**config.mk**
```make
export PLATFORM = sky130hd
export DESIGN_NAME = frame_fenced_ring_allocator_top
export DESIGN_NICKNAME = d
export VERILOG_FILES = /design/src/ffra_pkg.sv /design/src/ffra_ctrl.sv /design/src/ffra_datapath.sv /design/src/frame_fenced_ring_allocator_top.sv
export SDC_FILE = /design/constraint.sdc
export NUM_CORES = 1
export LEC_CHECK = 0
export BUFFER_PORTS_ARGS = -buffer_cell sky130_fd_sc_hd__buf_2
export CAP_MARGIN = 10
export CORE_ASPECT_RATIO = 0.5
export CORE_UTILIZATION = 50
export CTS_BUF_LIST = sky130_fd_sc_hd__clkbuf_8
export CTS_CLUSTER_SIZE = 25
export DETAILED_ROUTE_END_ITERATION = 6
export GPL_ROUTABILITY_DRIVEN = 0
export GPL_TIMING_DRIVEN = 0
export PLACE_DENSITY = 0.69
export SYNTH_ARGS = -nofsm -noshare
export SYNTH_HDL_FRONTEND = slang
export SYNTH_SLANG_ARGS = --single-unit
```
**constraint.sdc**
```tcl
create_clock -name clk -period 8.8 [get_ports clk]
set_input_delay 1.32 -clock clk [delete_from_list [all_inputs] [get_ports clk]]
set_output_delay 1.32 -clock clk [all_outputs]
set_load 0.01 [all_outputs]
```
**src/ffra_pkg.sv**
```systemverilog
// ----------------------------------------------------------------------------
// ffra_pkg
// Types and constants shared by the frame fenced ring allocator modules.
// ----------------------------------------------------------------------------
package ffra_pkg;

	localparam int FIELD_W = 24;
	localparam int DONE_W  = 3;
	localparam int CFG_DW  = 32;
	localparam int CFG_AW  = 3;

	localparam logic [FIELD_W-1:0] TOTAL_SIZE_RESET = 24'd65536;

	// Register index, taken from paddr[2].
	localparam logic REG_TOTAL_SIZE = 1'b0;

	typedef enum logic [1:0] {
		FUNC_ALLOC = 2'd0,
		FUNC_BEGIN = 2'd1,
		FUNC_END   = 2'd2,
		FUNC_CLEAR = 2'd3
	} func_t;

	typedef enum logic [1:0] {
		ST_IDLE,
		ST_WALK,
		ST_RESP
	} state_t;

	typedef struct packed {
		logic exec;
		logic walk_step;
		logic out_load;
	} cmd_t;

	typedef struct packed {
		logic walk_last;
	} status_t;

endpackage

```
**src/ffra_ctrl.sv**
```systemverilog
// ----------------------------------------------------------------------------
// ffra_ctrl
// Sequencer: takes an item, runs the slot walk for a begin frame and hands
// the result to the output register.
// ----------------------------------------------------------------------------
module ffra_ctrl
	import ffra_pkg::*;
(
	input  logic    clk,
	input  logic    arst_n,
	input  logic    in_valid,
	input  func_t   func,
	input  logic    out_stall,
	input  status_t status,
	output cmd_t    cmd,
	output logic    in_stall,
	output logic    out_valid
);

	state_t state_q;
	state_t state_d;
	logic   out_valid_q;
	logic   out_free;

	assign out_free  = !out_valid_q || !out_stall;
	assign out_valid = out_valid_q;

	always_comb begin
		state_d = state_q;
		unique case (state_q)
			ST_IDLE: begin
				if (in_valid) begin
					state_d = (func == FUNC_BEGIN) ? ST_WALK : ST_RESP;
				end
			end
			ST_WALK: begin
				if (status.walk_last) begin
					state_d = ST_RESP;
				end
			end
			ST_RESP: begin
				if (out_free) begin
					state_d = ST_IDLE;
				end
			end
		endcase
	end

	always_comb begin
		cmd      = '0;
		in_stall = 1'b1;
		unique case (state_q)
			ST_IDLE: begin
				in_stall = 1'b0;
				cmd.exec = in_valid;
			end
			ST_WALK: begin
				cmd.walk_step = 1'b1;
			end
			ST_RESP: begin
				cmd.out_load = out_free;
			end
		endcase
	end

	always_ff @(posedge clk or negedge arst_n) begin
		if (!arst_n) begin
			state_q     <= ST_IDLE;
			out_valid_q <= 1'b0;
		end else begin
			state_q     <= state_d;
			out_valid_q <= cmd.out_load || (out_valid_q && out_stall);
		end
	end

endmodule

```
**src/ffra_datapath.sv**
```systemverilog
// ----------------------------------------------------------------------------
// ffra_datapath
// Head, free limit, frame records and result registers of the allocator.
// ----------------------------------------------------------------------------
module ffra_datapath
	import ffra_pkg::*;
#(
	parameter int SLOTS     = 3,
	parameter int ADDR_BITS = 24
) (
	input  logic               clk,
	input  logic               arst_n,
	input  cmd_t               cmd,
	output status_t            status,
	input  func_t              func,
	input  logic [FIELD_W-1:0] alloc_size,
	input  logic [DONE_W-1:0]  gpu_done_mask,
	input  logic               cfg_we,
	input  logic [FIELD_W-1:0] cfg_data,
	output logic [FIELD_W-1:0] total_size,
	output logic [FIELD_W-1:0] grant_offset,
	output logic [FIELD_W-1:0] granted_size,
	output logic [FIELD_W-1:0] free_space
);

	localparam int AW = (ADDR_BITS < FIELD_W) ? ADDR_BITS : FIELD_W;
	localparam int IW = $clog2(SLOTS);
	localparam logic [AW-1:0] TOTAL_RST = AW'(TOTAL_SIZE_RESET);
	localparam logic [IW-1:0] LAST_SLOT = IW'(SLOTS - 1);

	logic [AW-1:0]      total_q;
	logic [AW-1:0]      head_q;
	logic [AW-1:0]      limit_q;
	logic [IW-1:0]      slot_idx_q;
	logic [SLOTS-1:0]   used_q;
	logic [AW-1:0]      slot_head_q [SLOTS];
	logic [DONE_W-1:0]  done_q;
	logic [IW-1:0]      walk_k_q;
	logic [IW-1:0]      walk_n_q;
	logic [AW-1:0]      res_offset_q;
	logic [AW-1:0]      res_granted_q;
	logic [FIELD_W-1:0] grant_offset_q;
	logic [FIELD_W-1:0] granted_size_q;
	logic [FIELD_W-1:0] free_space_q;

	logic [AW-1:0]    size_w;
	logic [AW:0]      sum_w;
	logic             alloc_ok;
	logic [AW-1:0]    alloc_off;
	logic [AW-1:0]    alloc_new;
	logic [AW-1:0]    reserve;
	logic [IW-1:0]    slot_next;
	logic [IW-1:0]    walk_k_next;
	logic [SLOTS-1:0] done_ext;

	// Slots beyond the width of the done mask never count as done.
	for (genvar i = 0; i < SLOTS; i++) begin : g_done
		if (i < DONE_W) begin : g_bit
			assign done_ext[i] = done_q[i];
		end else begin : g_none
			assign done_ext[i] = 1'b0;
		end
	end

	assign size_w      = AW'(alloc_size);
	assign sum_w       = {1'b0, head_q} + {1'b0, size_w};
	assign slot_next   = (slot_idx_q == LAST_SLOT) ? '0 : slot_idx_q + 1'b1;
	assign walk_k_next = (walk_k_q == LAST_SLOT) ? '0 : walk_k_q + 1'b1;
	assign status.walk_last = (walk_n_q == LAST_SLOT);

	always_comb begin
		alloc_ok  = 1'b1;
		alloc_off = head_q;
		alloc_new = sum_w[AW-1:0];
		if (head_q < limit_q) begin
			if (sum_w > {1'b0, limit_q}) begin
				alloc_ok = 1'b0;
			end
		end else if (sum_w > {1'b0, total_q}) begin
			if (size_w > limit_q) begin
				alloc_ok = 1'b0;
			end else begin
				alloc_off = '0;
				alloc_new = size_w;
			end
		end
	end

	assign reserve = (head_q < limit_q) ? (limit_q - head_q)
	                                    : (limit_q + total_q - head_q);

	always_ff @(posedge clk or negedge arst_n) begin
		if (!arst_n) begin
			total_q    <= TOTAL_RST;
			head_q     <= '0;
			limit_q    <= TOTAL_RST;
			slot_idx_q <= '0;
			used_q     <= '0;
		end else if (cfg_we) begin
			total_q    <= AW'(cfg_data);
			head_q     <= '0;
			limit_q    <= AW'(cfg_data);
			slot_idx_q <= '0;
			used_q     <= '0;
		end else if (cmd.exec) begin
			unique case (func)
				FUNC_ALLOC: begin
					if (alloc_ok) begin
						head_q <= alloc_new;
					end
				end
				FUNC_BEGIN: begin
				end
				FUNC_END: begin
					used_q[slot_idx_q] <= 1'b1;
					slot_idx_q         <= slot_next;
				end
				FUNC_CLEAR: begin
					used_q <= '0;
				end
			endcase
		end else if (cmd.walk_step && used_q[walk_k_q] && done_ext[walk_k_q]) begin
			limit_q <= slot_head_q[walk_k_q];
		end
	end

	always_ff @(posedge clk) begin
		if (cmd.exec) begin
			done_q   <= gpu_done_mask;
			walk_k_q <= slot_idx_q;
			walk_n_q <= '0;
			if (func == FUNC_ALLOC) begin
				res_offset_q  <= alloc_off;
				res_granted_q <= alloc_ok ? size_w : '0;
			end else begin
				res_offset_q  <= head_q;
				res_granted_q <= '0;
			end
			if (func == FUNC_END) begin
				slot_head_q[slot_idx_q] <= head_q;
			end
		end
		if (cmd.walk_step) begin
			walk_k_q <= walk_k_next;
			walk_n_q <= walk_n_q + 1'b1;
		end
		if (cmd.out_load) begin
			grant_offset_q <= FIELD_W'(res_offset_q);
			granted_size_q <= FIELD_W'(res_granted_q);
			free_space_q   <= FIELD_W'(reserve);
		end
	end

	assign total_size   = FIELD_W'(total_q);
	assign grant_offset = grant_offset_q;
	assign granted_size = granted_size_q;
	assign free_space   = free_space_q;

endmodule

```
**src/frame_fenced_ring_allocator_top.sv**
```systemverilog
// ----------------------------------------------------------------------------
// frame_fenced_ring_allocator_top
// Ring allocator with frame records that move the free limit at frame begin.
// ----------------------------------------------------------------------------
// Allocate, end frame and clear go from the accept to the result state, which
// loads the result once the output register is free. Begin frame first walks
// the frame records, one record a cycle, then loads its result the same way.
// One item is in work at a time; a new one is taken while a result waits.
// Reset sets total_size to 65536, head to 0, free limit to total_size and
// clears all frame records; a write sets the written size and does the same.
module frame_fenced_ring_allocator_top
	import ffra_pkg::*;
#(
	parameter int SLOTS     = 3,
	parameter int ADDR_BITS = 24
) (
	input  logic               clk,
	input  logic               arst_n,
	input  logic               in_valid,
	output logic               in_stall,
	input  logic [1:0]         func,
	input  logic [FIELD_W-1:0] alloc_size,
	input  logic [DONE_W-1:0]  gpu_done_mask,
	output logic               out_valid,
	input  logic               out_stall,
	output logic [FIELD_W-1:0] grant_offset,
	output logic [FIELD_W-1:0] granted_size,
	output logic [FIELD_W-1:0] free_space,
	input  logic               psel,
	input  logic               penable,
	input  logic               pwrite,
	input  logic [CFG_AW-1:0]  paddr,
	input  logic [CFG_DW-1:0]  pwdata,
	output logic [CFG_DW-1:0]  prdata,
	output logic               pready
);

	cmd_t               cmd;
	status_t            status;
	func_t              func_e;
	logic               cfg_we;
	logic [FIELD_W-1:0] total_size;

	assign func_e = func_t'(func);
	assign pready = 1'b1;
	assign cfg_we = psel && penable && pwrite && (paddr[2] == REG_TOTAL_SIZE);
	assign prdata = (paddr[2] == REG_TOTAL_SIZE) ? CFG_DW'(total_size) : '0;

	ffra_ctrl u_ctrl (
		.clk       (clk),
		.arst_n    (arst_n),
		.in_valid  (in_valid),
		.func      (func_e),
		.out_stall (out_stall),
		.status    (status),
		.cmd       (cmd),
		.in_stall  (in_stall),
		.out_valid (out_valid)
	);

	ffra_datapath #(
		.SLOTS     (SLOTS),
		.ADDR_BITS (ADDR_BITS)
	) u_datapath (
		.clk           (clk),
		.arst_n        (arst_n),
		.cmd           (cmd),
		.status        (status),
		.func          (func_e),
		.alloc_size    (alloc_size),
		.gpu_done_mask (gpu_done_mask),
		.cfg_we        (cfg_we),
		.cfg_data      (pwdata[FIELD_W-1:0]),
		.total_size    (total_size),
		.grant_offset  (grant_offset),
		.granted_size  (granted_size),
		.free_space    (free_space)
	);

	a_busy_after_accept: assert property (@(posedge clk) disable iff (!arst_n)
		(in_valid && !in_stall) |=> in_stall)
		else $error("Block took an item but did not go busy.");

	a_result_from_busy: assert property (@(posedge clk) disable iff (!arst_n)
		$rose(out_valid) |-> $past(in_stall))
		else $error("Result appeared without an item in work.");

	a_walk_only_busy: assert property (@(posedge clk) disable iff (!arst_n)
		cmd.walk_step |-> (in_stall && !cmd.exec && !cmd.out_load))
		else $error("Slot walk overlapped another command.");

endmodule

```
==> impl_metrics.py <==
metrics = {
    "yosys": {
        "async_flop_share_pct": 28.5,
        "synth.most_common_cell": "edfxtp_1",
        "ys_ff_latch": 281,
        "avgSynthCellArea_um2": 10.7,
        "synth_area_um2": 16500,
        "synth_top_area_share_pct": 36.2,
        "yosysUniqueCellTypes": 74,
        "synth_area_leaders": "edfxtp_1 36%, dfrtp_1 12%, ha_1 11%",
        "yosysTopAreaCell": "edfxtp_1",
        "synth_edf_count": 199,
        "ys.flop_type": "edfxtp_1",
        "yosys_warnings": 0,
        "seq_area_frac_synth_pct": 48.5,
        "synthTopCellsByCount": "199 x edfxtp_1, 163 x a21oi_1, 148 x ha_1, 143 x inv_1, 130 x nor2_1",
        "synthCells": 1541,
    },
    "worst_setup_path": {
        "critical-path-slowest-cell": "a211oi_1",
        "path_max_fanout": 10,
        "cp_top_family": "compound AO/OA/AOI/OAI gates",
        "worst-path-buf-inv": 3,
        "start_kind": "input port",
        "slowest_delay_ps": 720,
        "r2r_start": "u_datapath.head_q[12]$_DFFE_PN0P_",
        "endpoint_kind": "flip-flop",
        "worst-setup-path-type": "in2reg",
        "startpoint": "alloc_size[12]",
        "crit_arrival_ps": 7210,
        "path_cells": "buf_2, ha_1, clkbuf_1, o21ai_0, a211oi_1, a211oi_1, o21bai_1, a311oi_1, xnor2_1, ha_1, nand4_1, or4_1, o41ai_2, a2bb2oi_4, a211oi_4, clkbuf_1, a21oi_1",
        "critPathRequiredTime_ps": 9230,
    },
    "clocking": {
        "cts_tree": "done",
        "clk_path_buf_depth": 3,
        "cts.reportedPaths.clkPinSlew_ps": 60,
        "cts_setup_buffers": 0,
        "htreeDepth": 2,
        "cts_sinks": 281,
        "cts_buffers": 42,
        "clockRootBuffer": "clkbuf_8",
        "clkLatencyLatePin_ps": 600,
        "holdBufCountCts": 0,
        "cts_resized": 0,
    },
    "die": {
        "dieArea_um2": 33800,
        "die_width_um": 259,
        "rows": 46,
        "die_h_um": 131,
        "coreArea_um2": 32100,
        "initial_core_util_pct": 51.5,
        "io_pins": 178,
    },
    "global_routing": {
        "grt_max_degree": 55,
        "grt_pass1_wl_mm": 68.0,
        "gr-total-overflow": 0,
        "grt_pass1_vias": 11800,
        "grt_util_all_layers_pct": 27.0,
        "antenna_found_initial": 0,
    },
    "route": {
        "via_per_inst": 5.67,
        "vias": 12600,
        "drt_pre_antenna_iters": 6,
        "ant_nets": 0,
        "drt_iter0_drc": 1298,
        "wl_per_cell_um": 20.4,
        "drcViolationCount": 0,
        "wirelength_mm": 45.5,
    },
    "status": {
        "status": "completed",
    },
    "final_layout": {
        "multiInputGateArea_um2": 7770,
        "fin_util_pct": 59.1,
        "stdcell_count": 2227,
        "drive_gt1_share_pct": 15.4,
        "nNetsFinal": 2003,
        "fill_cells": 2741,
        "syn_to_final_growth_pct": 14.8,
        "final_area_um2": 19000,
        "regArea_um2": 8020,
    },
    "timing": {
        "tightestPinTransition_ps": 940,
        "relSlewSlack_pct": 37.1,
        "hold_violations": 0,
        "fmax_mhz": 147,
        "rsz0062_at_grt": "false",
        "setup_viol": 0,
        "fin_hold_ws_ps": 413,
        "period_needed_ps": 6780,
        "slew_violations": 0,
        "min_period_over_period_pct": 77.1,
        "finalClockSkew_ps": 28.4,
    },
    "place": {
        "place_inst": 2147,
        "dp_hpwl_mm": 35.0,
        "post_dp_cell_area_um2": 18100,
        "io_buffers": 157,
    },
    "worst_hold_path": {
        "hold_start": "u_datapath.res_offset_q[0]$_DFFE_PP_",
        "worstHoldPathType": "reg2reg",
    },
    "run": {
        "maxCapViolCount": 0,
    },
    "pwr": {
        "p_leak_nw": 8.33,
        "p_per_area_nw_per_um2": 464,
        "vdd_drop_max_mv": 0.201,
        "finalPower_mw": 8.80,
    },
}
==> layout make-up <==
class,instances,area share (%)
Clock inverter,27,1.04
Multi-Input combinational cell,1073,41.0
Timing Repair Buffer,167,4.99
Clock buffer,51,3.70
Tap cell,432,2.85
Buffer,51,1.32
Sequential cell,281,42.3
Antenna cell,2,0.0264
Inverter,143,2.83
==> final timing paths <==
path | endpoint | depth (start not counted) | slack, ps
max | u_datapath.head_q[17]$_DFFE_PN0P_ | 17 | 2020
min | u_datapath.grant_offset[0]$_DFFE_PP_ | 0 | 410
max reg2reg | u_datapath.head_q[17]$_DFFE_PN0P_ | 16 | 2180
min reg2reg | u_datapath.grant_offset[0]$_DFFE_PP_ | 0 | 410
max in group asynchronous | u_datapath.total_size[16]$_DFFE_PN1P_ | 2 | 7440
min in group asynchronous | u_ctrl.out_valid$_DFF_PN0_ | 1 | 660
==> power by group <==
group | switching [mW] | total [mW] | internal [mW]
Clock | 0.543 | 1.16 | 0.617
Sequential | 0.308 | 2.38 | 2.07
Combinational | 3.16 | 5.27 | 2.11
Total | 4.01 | 8.80 | 4.79
==> cell families after synthesis <==
group           synth area share [%]
xor+xnor                        2.97
simple gates                    10.8
other cells                   0.0454
flops                           48.5
compound gates                  15.1
fa+ha+maj                       14.2
buf+inv                         4.76
mux                             3.61
==> registers in the layout (all words and copies together), names as in the netlist, 3 cells and up, named ones only <==
signal                    cells
u_datapath.done_ext           3
u_datapath.free_space        24
u_datapath.grant_offset      24
u_datapath.granted_size      24
u_datapath.head_q            24
u_datapath.limit_q           24
u_datapath.res_granted_q     24
u_datapath.res_offset_q      24
u_datapath.slot_head_q       72
u_datapath.total_size        24
u_datapath.used_q             3
==> placed cells by master (no fill, tap or decap), types with 18 or more instances in the layout <==
| cell type | instances |
|---|---|
| and2_1 | 50 |
| dfrtp_1 | 78 |
| xnor2_1 | 26 |
| inv_1 | 155 |
| o21ai_1 | 18 |
| fa_1 | 25 |
| a21o_1 | 27 |
| xor2_1 | 30 |
| nand3_1 | 31 |
| clkbuf_1 | 28 |
| mux2i_1 | 54 |
| o21ai_0 | 101 |
| ha_1 | 148 |
| nor2_1 | 130 |
| clkbuf_8 | 51 |
| nand2_1 | 73 |
| buf_2 | 164 |
| edfxtp_1 | 199 |
| a21oi_1 | 163 |
==> metrics by stage <==
step                      setup slack, ps  TNS [ps]
after floorplan                      1660         0
after global placement              -1470   -104990
after detailed placement             1680         0
after CTS                            2300         0
after global routing                 1830         0
final                                2020         0
==> metal layers <==
metal | track usage, % | up-vias | routed length [um]
met5 | 0 | - | 0
met4 | 9.57 | 0 | 1510
met3 | 5.59 | 95 | 3680
met2 | 40.5 | 512 | 19500
met1 | 38.9 | 6050 | 20800
li1 | - | 5963 | -
Note: power is estimated with default switching activity, not from simulation.
